## config.mk

```make
export PLATFORM = sky130hd
export DESIGN_NAME = hall_commutation_speed_tracker_top
export DESIGN_NICKNAME = d
export VERILOG_FILES = /design/src/hw/rtl/hct_pkg.sv /design/src/hw/rtl/hct_alu.sv /design/src/hw/rtl/hct_regs.sv /design/src/hw/rtl/hct_seq.sv /design/src/hw/rtl/hall_commutation_speed_tracker_top.sv
export VERILOG_INCLUDE_DIRS = /design/src /design/src/hw/rtl
export SDC_FILE = /design/constraint.sdc
export NUM_CORES = 1
export LEC_CHECK = 0
export ABC_AREA = 1
export BUFFER_PORTS_ARGS = -buffer_cell sky130_fd_sc_hd__buf_4
export CAP_MARGIN = 20
export CELL_PAD_IN_SITES_DETAIL_PLACEMENT = 1
export CELL_PAD_IN_SITES_GLOBAL_PLACEMENT = 2
export CORE_UTILIZATION = 38
export DETAILED_ROUTE_END_ITERATION = 16
export PLACE_DENSITY_LB_ADDON = 0.3
export REMOVE_ABC_BUFFERS = 1
export SLEW_MARGIN = 10
export SYNTH_ARGS = -nofsm -noshare
export SYNTH_HDL_FRONTEND = slang
export SYNTH_SLANG_ARGS = --single-unit
```

## constraint.sdc

```tcl
create_clock -name clk -period 16.45 [get_ports clk]
set_input_delay 2.4675 -clock clk [delete_from_list [all_inputs] [get_ports clk]]
set_output_delay 2.4675 -clock clk [all_outputs]
set_load 0.01 [all_outputs]
```

## src/hw/rtl/assert_macros.svh

```systemverilog
// ----------------------------------------------------------------------------
// assert_macros.svh
// Shared assertion macros for the hall tracker RTL.
// ----------------------------------------------------------------------------
`ifndef ASSERT_MACROS_SVH
`define ASSERT_MACROS_SVH

// property must hold on every clock edge outside reset
`define HCT_CHECK(label, clk, rst_n, prop, msg) \
  label: assert property (@(posedge clk) disable iff (!rst_n) (prop)) else $error(msg);

// condition must never be seen outside reset
`define HCT_NEVER(label, clk, rst_n, cond, msg) \
  label: assert property (@(posedge clk) disable iff (!rst_n) !(cond)) else $error(msg);

`endif

```

## src/hw/rtl/hct_pkg.sv

```systemverilog
// ----------------------------------------------------------------------------
// hct_pkg
// Types, constants and tables shared by the hall tracker modules.
// ----------------------------------------------------------------------------
package hct_pkg;

  localparam int unsigned SPEED_WINDOW = 60;
  localparam int unsigned LED_EVERY    = 30;
  localparam int unsigned SINE_STEPS   = 192;

  localparam int CNT_W = $clog2(SPEED_WINDOW);
  localparam int LED_W = $clog2(LED_EVERY + 1);

  // shared subtractor operand width
  localparam int OPND_W = 33;

  // 1e6 in Q16.16, dividend of the speed divider
  localparam int DIV_W = 36;
  localparam logic [DIV_W-1:0] SPEED_NUM = 36'd65536000000;
  localparam int DIV_CNT_W = $clog2(DIV_W + 1);

  localparam int ADDR_W = 3;
  localparam int DATA_W = 32;

  localparam logic REG_PHASE_ADV    = 1'b0;
  localparam logic REG_RELOAD_SHIFT = 1'b1;

  localparam logic [7:0] PHASE_ADV_RST    = 8'd6;
  localparam logic [3:0] RELOAD_SHIFT_RST = 4'd5;

  typedef struct packed {
    logic [7:0] phase_advance;
    logic [3:0] reload_shift;
  } cfg_t;

  typedef struct packed {
    logic [2:0]  hall_code;
    logic [31:0] time_us;
    logic [15:0] interval_ticks;
  } in_item_t;

  typedef struct packed {
    logic        accepted;
    logic [7:0]  sine_index;
    logic [15:0] step_reload;
    logic        led_toggle;
    logic        speed_updated;
    logic [31:0] speed_q16;
  } out_item_t;

  typedef struct packed {
    logic [OPND_W-1:0] a;
    logic [OPND_W-1:0] b;
  } alu_req_t;

  typedef struct packed {
    logic [OPND_W-1:0] diff;
    logic              borrow;
  } alu_rsp_t;

  function automatic logic [7:0] hall_start(input logic [2:0] code);
    logic [7:0] idx;
    unique case (code)
      3'd1:    idx = 8'd160;
      3'd2:    idx = 8'd32;
      3'd4:    idx = 8'd96;
      3'd5:    idx = 8'd128;
      3'd6:    idx = 8'd64;
      default: idx = 8'd0;
    endcase
    return idx;
  endfunction

endpackage

```

## src/hw/rtl/hct_alu.sv

```systemverilog
// ----------------------------------------------------------------------------
// hct_alu
// Shared subtract/compare unit: difference and borrow of two operands.
// ----------------------------------------------------------------------------
module hct_alu (
  input  hct_pkg::alu_req_t req,
  output hct_pkg::alu_rsp_t rsp
);

  logic [hct_pkg::OPND_W:0] full;

  assign full = {1'b0, req.a} - {1'b0, req.b};
  assign rsp.diff   = full[hct_pkg::OPND_W-1:0];
  assign rsp.borrow = full[hct_pkg::OPND_W];

endmodule

```

## src/hw/rtl/hct_regs.sv

```systemverilog
// ----------------------------------------------------------------------------
// hct_regs
// APB-style configuration registers: phase advance and reload shift.
// ----------------------------------------------------------------------------
module hct_regs (
  input  logic                        clk,
  input  logic                        rst_n,
  input  logic                        psel,
  input  logic                        penable,
  input  logic                        pwrite,
  input  logic [hct_pkg::ADDR_W-1:0]  paddr,
  input  logic [hct_pkg::DATA_W-1:0]  pwdata,
  output logic [hct_pkg::DATA_W-1:0]  prdata,
  output logic                        pready,
  output hct_pkg::cfg_t               cfg
);

  logic [7:0] phase_adv_r;
  logic [3:0] reload_shift_r;
  logic       reg_idx;
  logic       wr_en;

  assign reg_idx = paddr[2];
  assign wr_en   = psel & penable & pwrite;
  assign pready  = 1'b1;

  always_ff @(posedge clk) begin
    if (!rst_n) begin
      phase_adv_r    <= hct_pkg::PHASE_ADV_RST;
      reload_shift_r <= hct_pkg::RELOAD_SHIFT_RST;
    end else if (wr_en) begin
      if (reg_idx == hct_pkg::REG_PHASE_ADV) begin
        phase_adv_r <= pwdata[7:0];
      end else begin
        reload_shift_r <= pwdata[3:0];
      end
    end
  end

  always_comb begin
    unique case (reg_idx)
      hct_pkg::REG_PHASE_ADV:    prdata = {24'd0, phase_adv_r};
      hct_pkg::REG_RELOAD_SHIFT: prdata = {28'd0, reload_shift_r};
      default:                   prdata = '0;
    endcase
  end

  assign cfg.phase_advance = phase_adv_r;
  assign cfg.reload_shift  = reload_shift_r;

endmodule

```

## src/hw/rtl/hct_seq.sv

```systemverilog
// ----------------------------------------------------------------------------
// hct_seq
// Sequencer and datapath registers: event counting, sine index reduction,
// period capture and bit-serial speed division on the shared subtractor.
// ----------------------------------------------------------------------------
`include "assert_macros.svh"

module hct_seq (
  input  logic               clk,
  input  logic               rst_n,
  input  hct_pkg::cfg_t      cfg,
  input  logic               in_valid,
  output logic               in_ready,
  input  hct_pkg::in_item_t  in_data,
  output logic               out_valid,
  input  logic               out_ready,
  output hct_pkg::out_item_t out_data,
  output hct_pkg::alu_req_t  alu_req,
  input  hct_pkg::alu_rsp_t  alu_rsp
);

  localparam int CNT_W     = hct_pkg::CNT_W;
  localparam int LED_W     = hct_pkg::LED_W;
  localparam int DIV_W     = hct_pkg::DIV_W;
  localparam int DIV_CNT_W = hct_pkg::DIV_CNT_W;
  localparam int OPND_W    = hct_pkg::OPND_W;

  localparam logic [CNT_W:0]   WIN_LAST = (CNT_W + 1)'(hct_pkg::SPEED_WINDOW);
  localparam logic [LED_W-1:0] LED_LAST = LED_W'(hct_pkg::LED_EVERY);

  localparam logic [2:0] HALL_ALL_LOW  = 3'd0;
  localparam logic [2:0] HALL_ALL_HIGH = 3'd7;

  localparam logic [2:0] ST_IDLE = 3'd0;
  localparam logic [2:0] ST_MOD  = 3'd1;
  localparam logic [2:0] ST_PER  = 3'd2;
  localparam logic [2:0] ST_DIV  = 3'd3;
  localparam logic [2:0] ST_DONE = 3'd4;

  logic [2:0]           state_r,     state_nxt;
  logic [CNT_W-1:0]     event_cnt_r, event_cnt_nxt;
  logic [LED_W-1:0]     led_cnt_r,   led_cnt_nxt;
  logic [31:0]          last_time_r, last_time_nxt;
  logic [31:0]          speed_r,     speed_nxt;
  logic [31:0]          now_r,       now_nxt;
  logic [8:0]           acc_r,       acc_nxt;
  logic                 ok_r,        ok_nxt;
  logic [15:0]          reload_r,    reload_nxt;
  logic                 led_r,       led_nxt;
  logic                 upd_r,       upd_nxt;
  logic [31:0]          period_r,    period_nxt;
  logic [31:0]          rem_r,       rem_nxt;
  logic [DIV_W-1:0]     quot_r,      quot_nxt;
  logic [DIV_CNT_W-1:0] div_cnt_r,   div_cnt_nxt;
  logic                 out_valid_r, out_valid_nxt;
  hct_pkg::out_item_t   out_data_r,  out_data_nxt;

  logic             code_ok;
  logic [CNT_W:0]   cnt_inc;
  logic             window;
  logic [LED_W-1:0] led_inc;
  logic             led_hit;

  assign code_ok = (in_data.hall_code != HALL_ALL_LOW) && (in_data.hall_code != HALL_ALL_HIGH);
  assign cnt_inc = {1'b0, event_cnt_r} + 1'b1;
  assign window  = (cnt_inc == WIN_LAST);
  assign led_inc = led_cnt_r + 1'b1;
  assign led_hit = (led_inc == LED_LAST);

  assign in_ready  = (state_r == ST_IDLE);
  assign out_valid = out_valid_r;
  assign out_data  = out_data_r;

  always_comb begin
    alu_req.a = '0;
    alu_req.b = '0;
    unique case (state_r)
      ST_MOD: begin
        alu_req.a = OPND_W'(acc_r);
        alu_req.b = OPND_W'(hct_pkg::SINE_STEPS);
      end
      ST_PER: begin
        alu_req.a = {1'b0, now_r};
        alu_req.b = {1'b0, last_time_r};
      end
      ST_DIV: begin
        alu_req.a = {rem_r, quot_r[DIV_W-1]};
        alu_req.b = {1'b0, period_r};
      end
      default: begin
        alu_req.a = '0;
        alu_req.b = '0;
      end
    endcase
  end

  always_comb begin
    state_nxt     = state_r;
    event_cnt_nxt = event_cnt_r;
    led_cnt_nxt   = led_cnt_r;
    last_time_nxt = last_time_r;
    speed_nxt     = speed_r;
    now_nxt       = now_r;
    acc_nxt       = acc_r;
    ok_nxt        = ok_r;
    reload_nxt    = reload_r;
    led_nxt       = led_r;
    upd_nxt       = upd_r;
    period_nxt    = period_r;
    rem_nxt       = rem_r;
    quot_nxt      = quot_r;
    div_cnt_nxt   = div_cnt_r;
    out_valid_nxt = out_valid_r && !out_ready;
    out_data_nxt  = out_data_r;

    unique case (state_r)
      ST_IDLE: begin
        if (in_valid) begin
          now_nxt    = in_data.time_us;
          ok_nxt     = code_ok;
          acc_nxt    = 9'(hct_pkg::hall_start(in_data.hall_code)) + 9'(cfg.phase_advance);
          reload_nxt = in_data.interval_ticks >> cfg.reload_shift;
          led_nxt    = led_hit;
          upd_nxt    = window;
          if (code_ok) begin
            event_cnt_nxt = window ? '0 : cnt_inc[CNT_W-1:0];
            led_cnt_nxt   = (window || led_hit) ? '0 : led_inc;
            state_nxt     = ST_MOD;
          end else begin
            state_nxt = ST_DONE;
          end
        end
      end
      ST_MOD: begin
        if (!alu_rsp.borrow) begin
          acc_nxt = alu_rsp.diff[8:0];
        end else begin
          state_nxt = upd_r ? ST_PER : ST_DONE;
        end
      end
      ST_PER: begin
        period_nxt    = alu_rsp.diff[31:0];
        last_time_nxt = now_r;
        if (alu_rsp.diff[31:0] == 32'd0) begin
          speed_nxt = '1;
          state_nxt = ST_DONE;
        end else begin
          rem_nxt     = '0;
          quot_nxt    = hct_pkg::SPEED_NUM;
          div_cnt_nxt = DIV_CNT_W'(DIV_W);
          state_nxt   = ST_DIV;
        end
      end
      ST_DIV: begin
        rem_nxt     = alu_rsp.borrow ? alu_req.a[31:0] : alu_rsp.diff[31:0];
        quot_nxt    = {quot_r[DIV_W-2:0], ~alu_rsp.borrow};
        div_cnt_nxt = div_cnt_r - 1'b1;
        if (div_cnt_r == DIV_CNT_W'(1)) begin
          speed_nxt = (|quot_nxt[DIV_W-1:32]) ? '1 : quot_nxt[31:0];
          state_nxt = ST_DONE;
        end
      end
      ST_DONE: begin
        if (!out_valid_r || out_ready) begin
          out_valid_nxt = 1'b1;
          if (ok_r) begin
            out_data_nxt.accepted      = 1'b1;
            out_data_nxt.sine_index    = acc_r[7:0];
            out_data_nxt.step_reload   = reload_r;
            out_data_nxt.led_toggle    = led_r;
            out_data_nxt.speed_updated = upd_r;
            out_data_nxt.speed_q16     = speed_r;
          end else begin
            out_data_nxt = '0;
          end
          state_nxt = ST_IDLE;
        end
      end
      default: begin
        state_nxt = ST_IDLE;
      end
    endcase
  end

  always_ff @(posedge clk) begin
    if (!rst_n) begin
      state_r     <= ST_IDLE;
      event_cnt_r <= '0;
      led_cnt_r   <= '0;
      last_time_r <= '0;
      speed_r     <= '0;
      out_valid_r <= 1'b0;
    end else begin
      state_r     <= state_nxt;
      event_cnt_r <= event_cnt_nxt;
      led_cnt_r   <= led_cnt_nxt;
      last_time_r <= last_time_nxt;
      speed_r     <= speed_nxt;
      out_valid_r <= out_valid_nxt;
    end
  end

  always_ff @(posedge clk) begin
    now_r      <= now_nxt;
    acc_r      <= acc_nxt;
    ok_r       <= ok_nxt;
    reload_r   <= reload_nxt;
    led_r      <= led_nxt;
    upd_r      <= upd_nxt;
    period_r   <= period_nxt;
    rem_r      <= rem_nxt;
    quot_r     <= quot_nxt;
    div_cnt_r  <= div_cnt_nxt;
    out_data_r <= out_data_nxt;
  end

  `HCT_CHECK(a_reject_zero, clk, rst_n, (out_valid_r && !out_data_r.accepted) |-> (out_data_r == '0), "rejected item carries nonzero fields")
  `HCT_NEVER(a_rem_bound, clk, rst_n, (state_r == ST_DIV) && (rem_r >= period_r), "divider remainder not below period")
  `HCT_CHECK(a_sine_range, clk, rst_n, out_valid_r |-> (out_data_r.sine_index < 8'(hct_pkg::SINE_STEPS)), "sine index out of range")
  `HCT_CHECK(a_speed_match, clk, rst_n, (out_valid_r && out_data_r.speed_updated) |-> (out_data_r.speed_q16 == speed_r), "reported speed differs from stored speed")

endmodule

```

## src/hw/rtl/hall_commutation_speed_tracker_top.sv

```systemverilog
// ----------------------------------------------------------------------------
// hall_commutation_speed_tracker_top
// Takes one hall event per item and returns one result item: the sine table
// start index (hall table entry plus phase advance, modulo 192), the timer
// reload (interval ticks shifted right), an LED toggle every 30 accepted
// events and, every 60 accepted events, a new speed of 1e6 / period in
// unsigned Q16.16, saturated. Codes 0 and 7 give an all-zero result and
// leave the state untouched. Index reduction, period capture and division
// share one 33-bit subtractor under a small sequencer, one item at a time:
// a rejected code goes straight from accept to result, an ordinary event
// reduces the index by repeated subtraction, and a window-closing event
// also subtracts the period and runs a 36-step restoring division, which
// is skipped when the period is zero and the speed saturates. A new item
// is accepted the cycle after the result enters the output register.
// ----------------------------------------------------------------------------
module hall_commutation_speed_tracker_top (
  input  logic                        clk,
  input  logic                        rst_n,
  input  logic                        in_valid,
  output logic                        in_ready,
  input  hct_pkg::in_item_t           in_data,
  output logic                        out_valid,
  input  logic                        out_ready,
  output hct_pkg::out_item_t          out_data,
  input  logic                        psel,
  input  logic                        penable,
  input  logic                        pwrite,
  input  logic [hct_pkg::ADDR_W-1:0]  paddr,
  input  logic [hct_pkg::DATA_W-1:0]  pwdata,
  output logic [hct_pkg::DATA_W-1:0]  prdata,
  output logic                        pready
);

  hct_pkg::cfg_t     cfg;
  hct_pkg::alu_req_t alu_req;
  hct_pkg::alu_rsp_t alu_rsp;

  hct_regs u_regs (
    .clk     (clk),
    .rst_n   (rst_n),
    .psel    (psel),
    .penable (penable),
    .pwrite  (pwrite),
    .paddr   (paddr),
    .pwdata  (pwdata),
    .prdata  (prdata),
    .pready  (pready),
    .cfg     (cfg)
  );

  hct_alu u_alu (
    .req (alu_req),
    .rsp (alu_rsp)
  );

  hct_seq u_seq (
    .clk       (clk),
    .rst_n     (rst_n),
    .cfg       (cfg),
    .in_valid  (in_valid),
    .in_ready  (in_ready),
    .in_data   (in_data),
    .out_valid (out_valid),
    .out_ready (out_ready),
    .out_data  (out_data),
    .alu_req   (alu_req),
    .alu_rsp   (alu_rsp)
  );

endmodule
```

==> results of run 1 <==
[metrics by stage]
stage	cells	util, %
after global routing	2753	44.7
after detailed placement	2683	41.7
after floorplan	1950	-
after CTS	2752	44.7
after global placement	2683	41.7
final	2753	44.7
[layer usage]
| metal | vias to the layer above | share of wire (%) |
|---|---|---|
| met5 | - | 0 |
| met4 | 0 | 1.3 |
| met3 | 40 | 4.1 |
| met2 | 210 | 44 |
| met1 | 6430 | 50 |
| li1 | 6689 | - |
[flip-flops by register name (all words and copies together), names as in the netlist]
name / cells
u_seq.event_cnt_r: 6
u_seq.out_valid: 1
u_seq.speed_r: 32
u_seq.out_data: 59
u_seq.now_r: 32
u_seq.div_cnt_r: 6
u_seq.acc_r: 9
u_seq.led_cnt_r: 5
u_seq.ok_r: 1
u_seq.quot_r: 36
u_regs.reload_shift_r: 4
u_seq.period_r: 32
u_seq.upd_r: 1
u_seq.led_r: 1
u_regs.phase_adv_r: 8
u_seq.reload_r: 16
u_seq.rem_r: 32
u_seq.state_r: 3
u_seq.last_time_r: 32
[cell usage in the layout, fill, tap and decap left out, types with 6 or more instances in the layout]
cell type    n
nor3_1       8
edfxtp_1   225
clkbuf_1    11
nor2_4       6
o21ai_0     88
a22oi_1     32
a31oi_1     10
conb_1      25
nand4_1     15
nand2_2     10
clkinv_1     8
nor2_1     185
clkbuf_16   39
or2_2       11
buf_4      148
inv_2       24
nand2_1    611
a21oi_2     21
ha_1        40
inv_1      280
a21oi_1    112
dfxtp_1     91
nand3_1     99
nor2_2       9
[area by class of cell]
type | instances | area share (%)
Clock buffer | 55 | 5.65
Inverter | 305 | 5.96
Multi-Input combinational cell | 1329 | 33.1
Clock inverter | 14 | 0.938
Sequential cell | 316 | 44.6
Timing Repair Buffer | 149 | 5.86
Tap cell | 585 | 3.81
[cell families after synthesis]
| family | share of synthesized area, % |
|---|---|
| AOI/OAI and AO/OA | 9.75 |
| xor gates and xnor gates | 0.530 |
| adders and majority gates | 3.27 |
| buffers and inverters | 10.3 |
| DFF | 51.9 |
| muxes | 0.0606 |
| other | 0.0455 |
| and+or+nand+nor | 24.1 |
[where the power goes]
part	switching, W	internal [W]
clock	0.000336	0.000522
sequential	0.0000477	0.00105
combinational	0.00120	0.000424
total	0.00158	0.00200
[worst paths after layout]
path,depth (start not counted),slack (ns),startpoint,end
worst max-delay path,24,10.66,u_seq.state_r[1]$_SDFFE_PN0P_,u_seq.rem_r[15]$_SDFFCE_PP0P_
worst min-delay path,2,0.46,u_seq.last_time_r[8]$_SDFFE_PN0N_,u_seq.last_time_r[8]$_SDFFE_PN0N_
worst max register to register,24,10.66,u_seq.state_r[1]$_SDFFE_PN0P_,u_seq.rem_r[15]$_SDFFCE_PP0P_
worst min register to register,2,0.46,u_seq.last_time_r[8]$_SDFFE_PN0N_,u_seq.last_time_r[8]$_SDFFE_PN0N_
[critical path: cells and delay by family (launching register included)]
| kind | cells | cell delay, ns |
|---|---|---|
| AOI/OAI and AO/OA | 2 | 0.72 |
| adders and majority gates | 1 | 0.31 |
| DFF | 1 | 0.35 |
| and+or+nand+nor | 15 | 2.00 |
| buffers and inverters | 6 | 1.92 |
==> key figures, run 1 <==
Yosys
  – Prevailing post-synth register cell: edfxtp_1
  – Yosys top cell area share: 40.9%
  – Yosys warns: 0
  – Asr flop ratio synth: 0%
  – Synth area leaders: edfxtp_1, nand2_1, dfxtp_1
  – Cells after Synth: 2031
  – Flops & latches, synth: 316
  – Synth top cells by count: nand2_1, inv_1, edfxtp_1, nor2_1, a21oi_1
  – Netlist cell types: 49
  – Yosys top cell by area: edfxtp_1
  – Post-synth EDFFs: 225
  – Synthesized cell area: between 0.015 and 0.02 mm²
  – Most common cell in the netlist: nand2_1
  – Post-Syn Area per Cell: 8.13 µm²
  – Sequential area share after synthesis: 51.9%

Global route
  – Met1 Use GR: ~29%
  – Gr usage total: 20.2%
  – GRT overflow: 0
  – Met3 GRT Util: 3.34%
  – First-pass GRT wire length: slightly above 70000 µm
  – Initial antenna violation count: 0
  – GR Layer Usage met2: a little under a third
  – GR peak layer: met2
  – Vias in the first global route: 13600
  – Largest net degree at the start of global routing: between 70 and 80

Routing
  – Wire per inst: 16.0 µm
  – 1st-iter DRT viols: around 620
  – First-pass DRT Iterations: 5
  – Vias per cell: between 4 and 5
  – Final ANT Viol Nets: 0
  – WL final: 44100 µm
  – Vias: 13400
  – DRC violations left: 0

STA
  – Final slew viol count: 0
  – Hold Fails Final Rpt: 0
  – Slew margin rel.: 26.5%
  – Fin Hold WS: 0.462 ns
  – Max Clk Rate: 173 MHz
  – Total negative setup slack: 0 ns
  – Worst Skew: 0.0217 ns
  – Fin crit period: 5.79 ns
  – RSZ-0062 raised after global routing: false
  – Final setup viols: 0
  – Slew @ Worst Pin: about 1.1 ns
  – Tcrit/Tclk final: 35.2%
  – Worst Slack Setup Final: 10.66 ns

Finish
  – Nets: between 2000 and 2500
  – Register area: 0.00858 mm²
  – N_diodes: 0
  – Multi-input gate area: 0.00637 mm²
  – Fillcell total: 5235
  – Synth-to-Final Area Change: 16.3%
  – Fin area: approximately 0.019 mm²
  – Layout cells sized above 1: 13.2%

Power
  – Pwr/cell area: 187 mW/mm²
  – Tot Pwr: 0.00358 W
  – Leak pwr: between 8 and 9 nW
  – Max VDD drop: about 220 µV

Place
  – Post-place setup slack: ~11 ns
  – Cell Area, Placed: 0.0179 mm²
  – Placer congestion estimate: 0.866
  – IO buf count: approximately 140
  – HPWL after DPL: 31200 µm

Outcome
  – Status: complete, no violations

Die
  – Die width: 210 µm
  – I/O pin count: 187
  – Die ar.: approximately 0.044 mm²
  – Cell Rows: 76
  – DIE HEIGHT: 210 µm
  – Starting density of the core: 38.4%
  – Core area: 0.0430 mm²

Critical path
  – Setup crit start kind: flip-flop
  – Worst-path cell chain: inv_1 -> nor2_1 -> inv_1 -> nor2_4 -> buf_4 -> nand2_1 -> nand2_1 -> ha_1 -> a21oi_1 -> nand2_1 -> inv_1 -> nand2_1 -> a21oi_1 -> nand2_1 -> nand2_1 -> nand2_1 -> nand2_1 -> nor2_1 -> nand2_1 -> nor2_1 -> nand3_1 -> nand2_1 -> inv_2 -> buf_4
  – Crit path required time: approximately 17 ns
  – Slowest CP cell: buf_4
  – Worst path arrival time: 5.95 ns
  – CP Capture Type: flip-flop
  – Critical path class: reg2reg
  – Max incr delay on CP: approximately 0.79 ns
  – CP dominant cell by count: nand2_1
  – Critical path peak fanout: 74

Clock tree
  – Hold buffers post-CTS: 0
  – Num Clock Sinks: 316
  – Post-cts resize count: 0
  – Clock latency at the later pin of the worst-skew pair: 0.56 ns
  – TritonCTS clock tree: done
  – Cell at the root of the clock tree: clkbuf_16
  – TritonCTS buffer count: 38
  – Clock slew at reported path FFs: ~0.050 ns
  – Deepest clock path buffer count: 3
  – Setup Fix Bufs, Post-CTS: 0
  – H-tree depth: 2

Hold path
  – Worst hold path type: reg2reg

Flow run
  – Max-cap violations: 0
(Power assumes the default switching activity.)
==> run 2: changes to the inputs <==
CORE_UTILIZATION = 35   (was 38)
clock period = 6 ns   (was 16.45 ns; I/O delays follow)
==> run 2 against run 1 <==
  * Critical path depth is 1 higher
  * Global-route usage is 1.1 points lower
  * Die area grew 8.5%
  * First-iteration DRC count rose by 12%
  * Combinational power rose to 2.8 times the previous value
  * Clock power rose to 2.6 times the previous value
  * Non-clock buffer count up 5
  * Register-to-register slack lost 9.5 ns
  * Worst hold slack better by 0.0037 ns
  * Critical endpoint is now u_seq.div_cnt_r[4]$_SDFFCE_PP0P_
  * Largest cell class unchanged
  * Largest power group unchanged
==> key figures, run 2 (same netlist as run 1, synthesis figures left out) <==
Routing
  – WL final: 45300 µm (was 44100 µm)
  – 1st-iter DRT viols: 692 (was 617)
  – First-pass DRT Iterations: 5 (unchanged)
  – Vias: 13400 (about the same)
  – Wire per inst: 16.3 µm (was 16.0 µm)
  – Vias per cell: 4.83 (was 4.86)
  – Final ANT Viol Nets: 0 (unchanged)
  – DRC violations left: 0 (unchanged)

Die
  – DIE HEIGHT: 219 µm (was 210 µm)
  – Core area: 0.0466 mm² (was 0.0430 mm²)
  – I/O pin count: 187 (unchanged)
  – Cell Rows: 79 (was 76)
  – Starting density of the core: 35.5% (was 38.4%)
  – Die ar.: 0.0481 mm² (was 0.0443 mm²)
  – Die width: 219 µm (was 210 µm)

Finish
  – Fillcell total: 5598 (was 5235)
  – Fin area: 0.0193 mm² (was 0.0192 mm²)
  – Multi-input gate area: 0.00637 mm² (unchanged)
  – N_diodes: 0 (unchanged)
  – Commonest non-fill, non-tap cell in the layout: nand2_1 (unchanged)
  – Max reg flops: 59 (unchanged)
  – Synth-to-Final Area Change: 16.8% (was 16.3%)
  – Register area: 0.00858 mm² (unchanged)
  – Nets: 2279 (was 2274)
  – Layout cells sized above 1: 13.5% (was 13.2%)
  – Most frequent cells in the layout: nand2_1, inv_1, edfxtp_1 (unchanged)

Critical path
  – Critical path class: reg2reg (unchanged)
  – Crit path required time: 6.24 ns (was 16.61 ns)
  – Critical path peak fanout: 76 (was 74)
  – CP Capture Type: flip-flop (unchanged)
  – Setup crit start kind: flip-flop (unchanged)
  – Worst path arrival time: 5.07 ns (was 5.95 ns)

Flow run
  – Max-cap violations: 0 (unchanged)

Global route
  – Vias in the first global route: 13500 (was 13600)
  – GR Layer Usage met2: 30.9% (was 31.9%)
  – Initial antenna violation count: 0 (unchanged)
  – First-pass GRT wire length: 72600 µm (was 71400 µm)
  – Gr usage total: 19.2% (was 20.2%)
  – Met3 GRT Util: 2.43% (was 3.34%)
  – Largest net degree at the start of global routing: 77 (was 75)
  – Met1 Use GR: 27.1% (was 29.2%)
  – GR peak layer: met2 (unchanged)
  – GRT overflow: 0 (unchanged)

Clock tree
  – H-tree depth: 2 (unchanged)
  – TritonCTS clock tree: done (unchanged)
  – TritonCTS buffer count: 38 (unchanged)
  – Clock slew at reported path FFs: 0.06 ns (was 0.05 ns)
  – Hold buffers post-CTS: 0 (unchanged)
  – Deepest clock path buffer count: 3 (unchanged)
  – Clock latency at the later pin of the worst-skew pair: 0.55 ns (was 0.56 ns)
  – Post-cts resize count: 0 (unchanged)
  – Num Clock Sinks: 316 (unchanged)
  – Cell at the root of the clock tree: clkbuf_16 (unchanged)
  – Setup Fix Bufs, Post-CTS: 0 (unchanged)

Power
  – Switching Fraction: 44.6% (was 44.2%)
  – Seq pwr share: 30.8% (was 30.7%)
  – Switch Pwr: 0.00437 W (was 0.00158 W)
  – Leak pwr: 8.85 nW (was 8.84 nW)
  – Pwr/cell area: 508 mW/mm² (was 187 mW/mm²)
  – Max VDD drop: 405 µV (was 219 µV)
  – P_int: 0.00543 W (was 0.00200 W)
  – Clk pwr share: 22.9% (was 23.9%)
  – Comb pwr share: 46.3% (was 45.3%)

STA
  – Final slew viol count: 0 (unchanged)
  – Tcrit/Tclk final: 80.5% (was 35.2%)
  – Hold Fails Final Rpt: 0 (unchanged)
  – Worst Skew: 0.0222 ns (was 0.0217 ns)
  – Final setup viols: 0 (unchanged)
  – Fin Hold WS: 0.466 ns (was 0.462 ns)
  – Fin crit period: 4.83 ns (was 5.79 ns)
  – RSZ-0062 raised after global routing: false (unchanged)
  – Max Clk Rate: 207 MHz (was 173 MHz)
  – Slew @ Worst Pin: 1.07 ns (was 1.10 ns)
  – Slew margin rel.: 28.8% (was 26.5%)
  – Worst Slack Setup Final: 1.17 ns (was 10.66 ns)

Place
  – Placer congestion estimate: 0.854 (was 0.866)
  – HPWL after DPL: 32500 µm (was 31200 µm)
  – Post-place setup slack: 1.17 ns (was 10.67 ns)
  – Cell Area, Placed: 0.0181 mm² (was 0.0179 mm²)
  – IO buf count: 135 (unchanged)

Outcome
  – Status: complete, no violations (unchanged)

Hold path
  – Worst hold path type: reg2reg (unchanged)
==> run 2: changes by cell type in the layout (fill, tap and decap cells not counted), sizes merged <==
cell / before / now
buf: 149 / 154
clkinv: 9 / 17
inv: 306 / 304
bufinv: 4 / 2
clkbuf: 55 / 51
==> run 2: worst max-delay path, cell delays in order, from the launching register on <==
cell and delay, ns:
dfxtp_1 0.35, inv_1 0.07, nor2_1 0.12, inv_1 0.15
nor2_4 0.47, buf_12 0.34, a22oi_1 0.18, ha_1 0.40
nand2_1 0.18, inv_1 0.06, nand2_1 0.06, nand2_1 0.09
nand2_1 0.07, nand2_1 0.09, a21oi_1 0.35, nand2_1 0.13
nand2_1 0.08, nand2_1 0.08, nand2_1 0.08, nor2_1 0.04
nand2_1 0.06, nor2_1 0.05, nand3_1 0.14, nand2_1 0.08
inv_2 0.41, buf_12 0.29
==> run 2: final timing paths <==
| check | from | end | slack [ns] | cells after the start |
|---|---|---|---|---|
| worst max-delay path | u_seq.state_r[1]$_SDFFE_PN0P_ | u_seq.div_cnt_r[4]$_SDFFCE_PP0P_ | 1.17 | 25 |
| worst min-delay path | u_seq.last_time_r[2]$_SDFFE_PN0N_ | u_seq.last_time_r[2]$_SDFFE_PN0N_ | 0.47 | 2 |
| worst max register to register | u_seq.state_r[1]$_SDFFE_PN0P_ | u_seq.div_cnt_r[4]$_SDFFCE_PP0P_ | 1.17 | 25 |
| worst min register to register | u_seq.last_time_r[2]$_SDFFE_PN0N_ | u_seq.last_time_r[2]$_SDFFE_PN0N_ | 0.47 | 2 |
==> run 2: power by group through the flow <==
| stage | registers [W] | logic, W | clock network, W |
|---|---|---|---|
| after floorplan | 0.00310 | 0.00282 | 0 |
| after global placement | 0.00305 | 0.00449 | 0 |
| after detailed placement | 0.00306 | 0.00459 | 0 |
| after CTS | 0.00302 | 0.00461 | 0.00231 |
| after global routing | 0.00305 | 0.00512 | 0.00239 |
| final | 0.00302 | 0.00454 | 0.00224 |
==> run 2: stage by stage <==
step	util (%)	TNS, ns	power [W]	instances
after floorplan	-	-234.29	0.00591	1950
after global placement	38.8	0	0.00755	2710
after detailed placement	38.8	0	0.00766	2710
after CTS	41.4	0	0.00994	2779
after global routing	41.4	0	0.0106	2780
final	41.4	0	0.00980	2780
==> run 2: area by class of cell <==
| class | count | share of cell area, % |
|---|---|---|
| Sequential cell | 316 | 44.5 |
| Multi-Input combinational cell | 1329 | 33.0 |
| Tap cell | 607 | 3.94 |
| Inverter | 305 | 5.94 |
| Clock buffer | 51 | 5.45 |
| Clock inverter | 18 | 0.811 |
| Timing Repair Buffer | 154 | 6.36 |
==> run 2: per-layer routing <==
layer	wire length, µm	part of all wire [%]
met5	0	0
met4	706	1.6
met3	1580	3.5
met2	20600	46
met1	22400	49
